## src/grc_pkg.sv

```systemverilog
package grc_pkg;

    localparam int IN_WIDTH  = 16;
    localparam int FRAC_BITS = 15;

    localparam int OUT_W = FRAC_BITS + 1;
    localparam int MAG_W = IN_WIDTH;
    localparam int SQ_W  = 2 * IN_WIDTH - 1;
    localparam int R2_W  = 2 * IN_WIDTH;
    localparam int T_W   = FRAC_BITS + 1;
    localparam int Q_W   = T_W + R2_W;
    localparam int REM_W = SQ_W + 2 * FRAC_BITS + 2;
    localparam int D_W   = REM_W + 2;
    localparam int BIT_W = $clog2(FRAC_BITS + 1);
    localparam int N_ITER = FRAC_BITS + 1;

    typedef logic signed [IN_WIDTH-1:0] t_in_val;
    typedef logic signed [OUT_W-1:0]    t_out_val;

    typedef struct packed {
        logic              valid;
        logic [R2_W-1:0]   r2;
        logic [REM_W-1:0]  rem_c;
        logic [Q_W-1:0]    q_c;
        logic [T_W-1:0]    t_c;
        logic [REM_W-1:0]  rem_s;
        logic [Q_W-1:0]    q_s;
        logic [T_W-1:0]    t_s;
        logic              zero_z;
        logic              swap;
        logic              same_sign;
    } t_stage;

endpackage

```

## src/grc_root_step.sv

```systemverilog
module grc_root_step (
    input  logic [grc_pkg::REM_W-1:0] i_rem,
    input  logic [grc_pkg::Q_W-1:0]   i_q,
    input  logic [grc_pkg::T_W-1:0]   i_t,
    input  logic [grc_pkg::R2_W-1:0]  i_r2,
    input  logic [grc_pkg::BIT_W-1:0] i_bit,
    output logic [grc_pkg::REM_W-1:0] o_rem,
    output logic [grc_pkg::Q_W-1:0]   o_q,
    output logic [grc_pkg::T_W-1:0]   o_t
);
    import grc_pkg::*;

    logic [D_W-1:0]   qd;
    logic [D_W-1:0]   rd;
    logic [D_W-1:0]   d;
    logic [D_W-1:0]   rem_ext;
    logic [BIT_W:0]   sh_q;
    logic [BIT_W:0]   sh_r;
    logic             take;

    // Trial of one more result bit: (t + 2^b)^2 * r2 - t^2 * r2 = 2^(b+1)*t*r2 + 2^(2b)*r2,
    // with t*r2 kept in q so that no multiplier is needed here.
    always_comb begin
        sh_q    = {1'b0, i_bit} + (BIT_W+1)'(1);
        sh_r    = {i_bit, 1'b0};
        qd      = D_W'(i_q) << sh_q;
        rd      = D_W'(i_r2) << sh_r;
        d       = qd + rd;
        rem_ext = D_W'(i_rem);
        take    = (d <= rem_ext);
        o_rem   = take ? REM_W'(rem_ext - d) : i_rem;
        o_q     = take ? i_q + (Q_W'(i_r2) << i_bit) : i_q;
        o_t     = take ? (i_t | (T_W'(1) << i_bit)) : i_t;
    end
endmodule

```

## config.mk

```make
export PLATFORM = sky130hd
export DESIGN_NAME = grc_root_step
export DESIGN_NICKNAME = d
export VERILOG_FILES = /design/src/grc_pkg.sv /design/src/grc_root_step.sv
export SDC_FILE = /design/constraint.sdc
export NUM_CORES = 1
export LEC_CHECK = 0
export BUFFER_PORTS_ARGS = -buffer_cell sky130_fd_sc_hd__buf_4
export CAP_MARGIN = 5
export CORE_MARGIN = 3
export CORE_UTILIZATION = 61
export DETAILED_ROUTE_END_ITERATION = 12
export PLACE_DENSITY_LB_ADDON = 0.2
export SYNTH_ARGS = -nofsm -noshare
export SYNTH_HDL_FRONTEND = slang
export SYNTH_SLANG_ARGS = --single-unit
```

## constraint.sdc

```tcl
create_clock -name vclk -period 13.9
set_input_delay 2.085 -clock vclk [all_inputs]
set_output_delay 2.085 -clock vclk [all_outputs]
set_load 0.02 [all_outputs]
```

==> results.sh, run 1 <==
export IMPL_max_slew_margin_pct=39.2
export IMPL_hp_class="input pin to output pin"
export IMPL_crit_path_end_kind="output pin"
export IMPL_tightest_slew_ns=0.900
export IMPL_dp_hpwl_um=55000
export IMPL_syn_avg_cell_area_um2=6.65
export IMPL_final_clkbuf_count=0
export IMPL_yosysWarnings=0
export IMPL_p_per_area_nw_per_um2=158
export IMPL_design_seq_count=0
export IMPL_status="finished clean"
export IMPL_vias=21900
export IMPL_die_x_um=181
export IMPL_setup_tns_final_ns=0
export IMPL_wirelength_um=66200
export IMPL_grt_pass1_vias=20300
export IMPL_post_cts_resize_count=0
export IMPL_setup_ws_ns=0.610
export IMPL_layout_drive_gt1_share_pct=15.0
export IMPL_min_period_ns=13.29
export IMPL_ant_nets=0
export IMPL_cp_required_ns=11.81
export IMPL_place_congestion=1.05
export IMPL_leakage_nw=10.5
export IMPL_rows=63
export IMPL_finalMaxSlewViolations=0
export IMPL_globalRoute_totalOverflow=0
export IMPL_area_delta_synth_final_pct=11.7
export IMPL_synth_cells=2800
export IMPL_peakVddDrop_mv=0.109
export IMPL_fmax_ghz=0.0752
export IMPL_path_max_fanout=61
export IMPL_drtIter0Drc=2407
export IMPL_die_area_um2=32700
export IMPL_nets=3345
export IMPL_slowest_stage="o21ai_0"
export IMPL_finalHoldViolCount=0
export IMPL_synth_fp_nets=3206
export IMPL_synth_area_um2=18600
export IMPL_cp_endpoint="o_q[8]"
export IMPL_synth_cell_types=81
export IMPL_cp_startpoint="i_bit[2]"
export IMPL_postCtsSetupBuffers=0
export IMPL_rsz0062_at_grt="no"
export IMPL_dieHeight_um=181
export IMPL_track_usage_pct=37.5
export IMPL_grt_max_degree=142
export IMPL_final_fill_count=2631
export IMPL_antenna_found_initial=2
export IMPL_max_stage_delay_ns=0.56
export IMPL_ios=290
export IMPL_dp_slack_ns=0.658
export IMPL_ctsHoldBuffers=0
export IMPL_synth_area_leaders="ha_1 16%, mux2i_1 7.7%, a21oi_1 6.7%, nand2_1 6.4%, o21ai_0 6.1%"
export IMPL_core_area_um2=29900
export IMPL_wl_per_cell_um=19.9
export IMPL_start_util_pct=62.4
export IMPL_ys_seq_area_share_pct=0
export IMPL_numPortBuffers=290
export IMPL_crit_type="input pin to output pin"
export IMPL_synth_area_leader_cell="ha_1"
export IMPL_synth_top_area_share_pct=16.1
export IMPL_min_period_over_period_pct=95.6
export IMPL_maxCapViolCount=0
export IMPL_cp_arrival_ns=11.20
export IMPL_via_per_inst=6.59
export IMPL_setup_viol=0
export IMPL_worstSetupStartpointType="input pin"
export IMPL_drc=0
export IMPL_drt_pass1_iter_count=6
export IMPL_register_area_um2=0
export IMPL_grt_pass1_wl_um=105000
==> per-stage QoR <==
| stage | hold WS [ns] | power, mW | utilization [%] | instances | area [um2] |
|---|---|---|---|---|---|
| 5_1_grt | 4.46 | 3.54 | 69.7 | 3327 | 20800 |
| 4_1_cts | 4.45 | 3.22 | 69.6 | 3327 | 20800 |
| 6_report | 4.45 | 3.28 | 69.7 | 3328 | 20800 |
| 3_3_place_gp | 4.44 | 3.17 | 69.6 | 3327 | 20800 |
| 3_5_place_dp | 4.45 | 3.21 | 69.6 | 3327 | 20800 |
| 2_1_floorplan | 4.31 | 2.24 | - | 2800 | 18600 |
==> how the worst min path moves through the flow <==
stage | startpoint | endpoint | slack [ns] | cells after the start
2_1_floorplan | i_t[0] | o_t[0] | 4.31 | 1
3_3_place_gp | i_t[7] | o_t[7] | 4.44 | 3
3_5_place_dp | i_t[12] | o_t[12] | 4.45 | 3
4_1_cts | i_t[13] | o_t[13] | 4.45 | 3
5_1_grt | i_t[7] | o_t[7] | 4.46 | 3
6_report | i_t[13] | o_t[13] | 4.45 | 3
==> layout by cell type, fill, tap and decap left out, types with 22 or more instances in the layout <==
cell and instances:
xor2_1 60, mux4_2 35, nand2b_1 39, nand3_1 57, nand4_1 40, o21ai_1 28, o22ai_1 28, a21o_1 133
nor2b_1 24, a21oi_1 251, inv_1 168, o21bai_1 30, buf_4 313, mux2i_1 143, and3_1 33, xnor2_1 101
nor3_1 36, nand2_1 318, o21ai_0 227, o21a_1 29, nor2_1 256, a211oi_1 39, ha_1 239, a31oi_1 22
mux2_2 62
==> kinds of logic after synthesis <==
logic type | after synthesis | synth area share, %
compound gates | 931 | 31.3
xor+xnor | 163 | 7.76
simple gates | 865 | 21.0
buf+inv | 353 | 7.52
fa+ha+maj | 243 | 16.4
mux | 245 | 16.0
==> report_power, final <==
group / leakage [nW] / internal [mW] / total (mW) / switching (mW)
Clock: 0.00000902 / 0.0000000214 / 0.0000000214 / 0
Combinational: 10.5 / 1.32 / 3.28 / 1.96
Sequential: 0 / 0 / 0 / 0
Total: 10.5 / 1.32 / 3.28 / 1.96
==> Yosys cell counts (all sizes together), types with 13 or more instances <==
cell type  number
a211oi         40
a21o          133
a21oi         251
a31o           13
a31oi          22
and2           21
and3           33
buf            41
clkbuf        139
ha            240
inv           170
mux2           66
mux2i         144
mux4           35
nand2         318
nand2b         39
nand3          58
nand4          40
nor2          257
nor2b          24
nor3           36
o211ai         21
o21a           29
o21ai         255
o21bai         30
o22ai          28
or3            13
xnor2         103
xor2           60
==> layer usage <==
| metal | up-vias | global-route usage (%) | share of wire [%] |
|---|---|---|---|
| li1 | 10400 | - | - |
| met1 | 10100 | 51.1 | 41 |
| met2 | 1225 | 62.1 | 45 |
| met3 | 202 | 4.19 | 9.9 |
| met4 | 4 | 11.9 | 4.1 |
| met5 | - | 0 | 0.039 |
==> worst max-delay path, delay by kind of cell <==
family / cells / cell delay [ns]
buffers and inverters: 5 / 1.37
and+or+nand+nor: 11 / 2.05
AOI/OAI and AO/OA: 13 / 3.88
adders and majority gates: 3 / 1.19
muxes: 1 / 0.38
xor gates and xnor gates: 1 / 0.12
==> cell type report <==
cell class	instances	area, um2	area share [%]
inverter	173	649	3.12
antenna	1	2.50	0.0120
tap	390	488	2.34
multi-input combinational	2447	17300	82.9
timing repair buffer	317	2420	11.6
Note: power is estimated with default switching activity, not from simulation.
==> run 2: changes to the inputs <==
Settings changed: CORE_MARGIN 3 to 5, PLACE_DENSITY set to 0.88, PLACE_DENSITY_LB_ADDON 0.2 to not set.
==> run 2 against run 1 <==
  * Largest power group unchanged
  * Non-clock buffer count shrank 2
  * Sequential cell count is the same
  * Via count grew 0.72%
  * Power grew 0.39%
  * Utilization shrank 1.2 points
  * Largest cell class unchanged
  * Critical endpoint is now o_q[29]
  * Highest routed layer is now met4
  * Worst setup slack lost 0.060 ns
  * Critical path type unchanged
==> results.sh, run 2 (synthesis gave the netlist of run 1 again) <==
export IMPL_min_period_ns=13.35
export IMPL_layoutNonFillerInstCount=3331
export IMPL_setup_tns_final_ns=0
export IMPL_dp_cells=3331
export IMPL_grt_max_degree=143
export IMPL_dieHeight_um=185
export IMPL_cp_arrival_ns=11.26
export IMPL_wirelength_um=68400
export IMPL_maxCapViolCount=0
export IMPL_nets=3343
export IMPL_p_sw_mw=1.97
export IMPL_dp_hpwl_um=56800
export IMPL_crit_type="input pin to output pin"
export IMPL_antenna_found_initial=0
export IMPL_worstSetupStartpointType="input pin"
export IMPL_leakage_nw=10.5
export IMPL_numPortBuffers=290
export IMPL_power_frac_comb_pct=100.0
export IMPL_tightest_slew_ns=0.968
export IMPL_area_delta_synth_final_pct=11.6
export IMPL_mostFrequentLayoutCell="nand2_1"
export IMPL_final_core_util_pct=68.5
export IMPL_setup_ws_ns=0.551
export IMPL_hold_depth=3
export IMPL_place_congestion=1.08
export IMPL_path_max_fanout=142
export IMPL_wl_per_cell_um=20.5
export IMPL_critPathMostFrequentCell="ha_1"
export IMPL_p_seq_share_pct=0
export IMPL_via_per_inst=6.63
export IMPL_peakVddDrop_mv=0.120
export IMPL_cp_required_ns=11.81
export IMPL_ios=290
export IMPL_clkPwrFrac_pct=0
export IMPL_max_slew_margin_pct=34.6
export IMPL_start_util_pct=61.4
export IMPL_final_clkbuf_count=0
export IMPL_finalMaxSlewViolations=0
export IMPL_rows=64
export IMPL_p_per_area_nw_per_um2=158
export IMPL_die_x_um=185
export IMPL_slowest_stage="o41ai_1"
export IMPL_ant_nets=0
export IMPL_min_period_over_period_pct=96.0
export IMPL_finalHoldViolCount=0
export IMPL_core_area_um2=30300
export IMPL_fmax_ghz=0.0749
export IMPL_design_seq_count=0
export IMPL_p_int_mw=1.32
export IMPL_dp_slack_ns=0.704
export IMPL_final_fill_count=2807
export IMPL_crit_path_end_kind="output pin"
export IMPL_swShare_pct=59.9
export IMPL_drt_pass1_iter_count=6
export IMPL_drc=0
export IMPL_grt_pass1_vias=20500
export IMPL_antenna_cells=0
export IMPL_hp_class="input pin to output pin"
export IMPL_setup_viol=0
export IMPL_max_stage_delay_ns=0.94
export IMPL_status="finished clean"
export IMPL_holdPathEnd="o_t[3]"
export IMPL_die_area_um2=34100
export IMPL_final_cell_mix="318 x nand2_1, 312 x buf_4, 256 x nor2_1"
export IMPL_min_delay_start="i_t[3]"
export IMPL_vias=22100
export IMPL_rsz0062_at_grt="no"
export IMPL_layout_drive_gt1_share_pct=15.0
export IMPL_globalRoute_totalOverflow=0
export IMPL_register_area_um2=0
export IMPL_track_usage_pct=37.3
export IMPL_drtIter0Drc=2338
export IMPL_grt_pass1_wl_um=106000
==> run 2: cell count changes in the layout (fill, tap and decap cells not counted) <==
cell | previous run | this run
buf_4 | 313 | 312
buf_6 | 1 | 0
diode_2 | 1 | 0
ha_2 | 0 | 1
ha_4 | 1 | 0
==> run 2: worst max path at each step <==
| stage | cells past startpoint | slack [ns] | from | endpoint |
|---|---|---|---|---|
| finish | 32 | 0.55 | i_bit[0] | o_q[29] |
| CTS | 35 | 0.67 | i_bit[0] | o_q[2] |
| floorplan | 39 | 1.09 | i_bit[1] | o_rem[32] |
| detailed placement | 35 | 0.70 | i_bit[0] | o_q[2] |
| global placement | 31 | 0.79 | i_bit[1] | o_q[29] |
| global route | 34 | 0.02 | i_bit[0] | o_q[3] |
==> run 2: cell type report <==
class	instances	area (um2)	share of cell area [%]
inverters	173	649	3.12
multi-input cells	2447	17200	82.9
repair buffers	315	2400	11.6
well taps	396	495	2.38
==> run 2: power by group through the flow <==
stage          clock network [mW]  registers (mW)  logic (mW)
6_report                        0               0        3.29
5_1_grt                         0               0        3.55
4_1_cts                         0               0        3.24
3_5_place_dp                    0               0        3.22
3_3_place_gp                    0               0        3.19
2_1_floorplan                   0               0        2.24
==> run 2: through the flow <==
| stage | area, um2 | hold slack [ns] | power [mW] |
|---|---|---|---|
| 6_report | 20800 | 4.45 | 3.29 |
| 5_1_grt | 20800 | 4.45 | 3.55 |
| 4_1_cts | 20800 | 4.45 | 3.24 |
| 3_5_place_dp | 20800 | 4.44 | 3.22 |
| 3_3_place_gp | 20800 | 4.45 | 3.19 |
| 2_1_floorplan | 18600 | 4.31 | 2.24 |
==> run 2: what timing repair did <==
action	4_1_cts	5_1_grt
buffers inserted	0	0
resized for setup	0	1
hold buffers	0	0
endpoints found under the setup margin	0	64
endpoints found under the hold margin	0	0
==> run 2: critical path, delay by kind of cell <==
family	cells	cell delay [ns]
mux	2	0.45
fa+ha+maj	4	1.51
xor+xnor	1	0.14
compound gates	9	2.87
simple gates	11	2.67
buf+inv	5	1.51
==> run 2: layer usage <==
layer	part of all wire, %	GRT usage [%]	wire [um]	vias up
met5	0	0	0	-
met4	4.6	13.8	3110	0
met3	9.9	4.18	6790	218
met2	45	62.4	31100	1308
met1	40	49.5	27400	10200
li1	-	-	-	10400
==> run 3: changes to the inputs <==
Settings changed: RECOVER_POWER set to 100.
==> run 3 against run 2 <==
  * Global-route usage stayed put
  * Routed wire length about the same
  * Count of clock-buffer cells in the layout unchanged
  * Hold slack improved by 0.0069 ns
  * Combinational power down 6%
  * Sequential cell count unchanged
  * Sequential share of layout area is the same
  * Via count rose by 0.20%
  * Die area did not move
  * Power shrank 6.0%
  * Cell count about the same
  * Worst setup slack improved by 0.012 ns
  * Critical path type unchanged
  * Highest routed layer unchanged
==> results.sh, run 3 (synthesis gave the netlist of run 1 again) <==
export IMPL_status="finished clean"
export IMPL_setup_tns_final_ns=0
export IMPL_drc=0
export IMPL_min_period_over_period_pct=96.0
export IMPL_leakage_nw=10.1
export IMPL_hp_class="input pin to output pin"
export IMPL_p_int_mw=1.13
export IMPL_grt_pass1_vias=20500
export IMPL_crit_type="input pin to output pin"
export IMPL_drt_pass1_iter_count=7
export IMPL_max_stage_delay_ns=0.91
export IMPL_rsz0062_at_grt="no"
export IMPL_dieHeight_um=185
export IMPL_max_slew_margin_pct=37.3
export IMPL_power_frac_comb_pct=100.0
export IMPL_post_cts_resize_count=0
export IMPL_clkPwrFrac_pct=0
export IMPL_final_clkbuf_count=0
export IMPL_maxCapViolCount=0
export IMPL_worstSetupStartpointType="input pin"
export IMPL_area_delta_synth_final_pct=9.34
export IMPL_register_area_um2=0
export IMPL_final_cell_area_um2=20400
export IMPL_final_core_util_pct=67.1
export IMPL_rows=64
export IMPL_min_period_ns=13.34
export IMPL_die_area_um2=34100
export IMPL_swShare_pct=63.7
export IMPL_cp_arrival_ns=11.25
export IMPL_crit_path_end_kind="output pin"
export IMPL_design_seq_count=0
export IMPL_p_seq_share_pct=0
export IMPL_postCtsSetupBuffers=0
export IMPL_wl_per_cell_um=20.5
export IMPL_vias=22100
export IMPL_path_max_fanout=30
export IMPL_die_x_um=185
export IMPL_wirelength_um=68400
export IMPL_fmax_ghz=0.0750
export IMPL_ios=290
export IMPL_grt_pass1_wl_um=106000
export IMPL_via_per_inst=6.64
export IMPL_p_per_area_nw_per_um2=152
export IMPL_place_congestion=1.08
export IMPL_drtIter0Drc=2269
export IMPL_globalRoute_totalOverflow=0
export IMPL_setup_viol=0
export IMPL_cp_endpoint="o_q[29]"
export IMPL_track_usage_pct=37.3
export IMPL_grt_max_degree=143
export IMPL_tightest_slew_ns=0.931
export IMPL_nets=3343
export IMPL_ctsHoldBuffers=0
export IMPL_final_cell_mix="318 x nand2_1, 256 x nor2_1, 251 x a21oi_1"
export IMPL_mostFrequentLayoutCell="nand2_1"
export IMPL_core_area_um2=30300
export IMPL_finalMaxSlewViolations=0
export IMPL_ant_nets=0
export IMPL_min_delay_start="i_t[12]"
export IMPL_p_sw_mw=1.97
export IMPL_peakVddDrop_mv=0.0945
export IMPL_cp_required_ns=11.81
export IMPL_layout_drive_gt1_share_pct=11.4
export IMPL_dp_hpwl_um=56800
export IMPL_start_util_pct=61.4
export IMPL_finalHoldViolCount=0
export IMPL_slowest_stage="o41ai_1"
export IMPL_antenna_found_initial=0
export IMPL_cp_startpoint="i_bit[1]"
export IMPL_numPortBuffers=290
export IMPL_place_area_um2=20800
==> run 3: critical path: cells and delay by family <==
kind	cells	cell delay, ns
AOI/OAI and AO/OA	17	5.26
xor gates and xnor gates	1	0.18
adders and majority gates	3	1.63
buffers and inverters	4	0.86
muxes	2	0.81
and+or+nand+nor	4	0.38
==> run 3: area by class of cell <==
cell class / instances / area [um2]
Inverter: 173 / 649
Multi-Input combinational cell: 2447 / 17200
Tap cell: 396 / 495
Fill cell: 2942 / 9980
Antenna cell: 1 / 2.50
Timing Repair Buffer: 315 / 1980
==> run 3: per-layer routing <==
layer | track usage (%) | share of wire [%] | up-vias | wire [um]
met5 | 0 | 0 | - | 0
met4 | 13.8 | 4.5 | 0 | 3090
met3 | 4.18 | 9.7 | 225 | 6650
met2 | 62.4 | 45 | 1313 | 31100
met1 | 49.5 | 40 | 10200 | 27600
li1 | - | - | 10400 | -
==> run 3: how the worst min path moves through the flow <==
stage,endpoint,slack [ns],depth (start not counted)
after global placement,o_t[3],4.45,3
after global routing,o_t[12],4.46,3
final,o_t[12],4.46,3
after detailed placement,o_t[3],4.44,3
after floorplan,o_t[0],4.31,1
after CTS,o_t[3],4.45,3
==> run 3: power groups by stage <==
stage | logic (mW) | clock network, mW | registers, mW
2_1_floorplan | 2.24 | 0 | 0
3_5_place_dp | 3.22 | 0 | 0
6_report | 3.10 | 0.0000000212 | 0
4_1_cts | 3.24 | 0 | 0
3_3_place_gp | 3.19 | 0 | 0
5_1_grt | 3.35 | 0 | 0
==> run 3: through the flow <==
stage | hold WS [ns] | setup slack (ns) | total power [mW] | cells
global placement | 4.45 | 0.791 | 3.19 | 3331
floorplan | 4.31 | 1.09 | 2.24 | 2800
global route | 4.46 | 0.0276 | 3.35 | 3331
CTS | 4.45 | 0.670 | 3.24 | 3331
finish | 4.46 | 0.562 | 3.10 | 3332
detailed placement | 4.44 | 0.704 | 3.22 | 3331
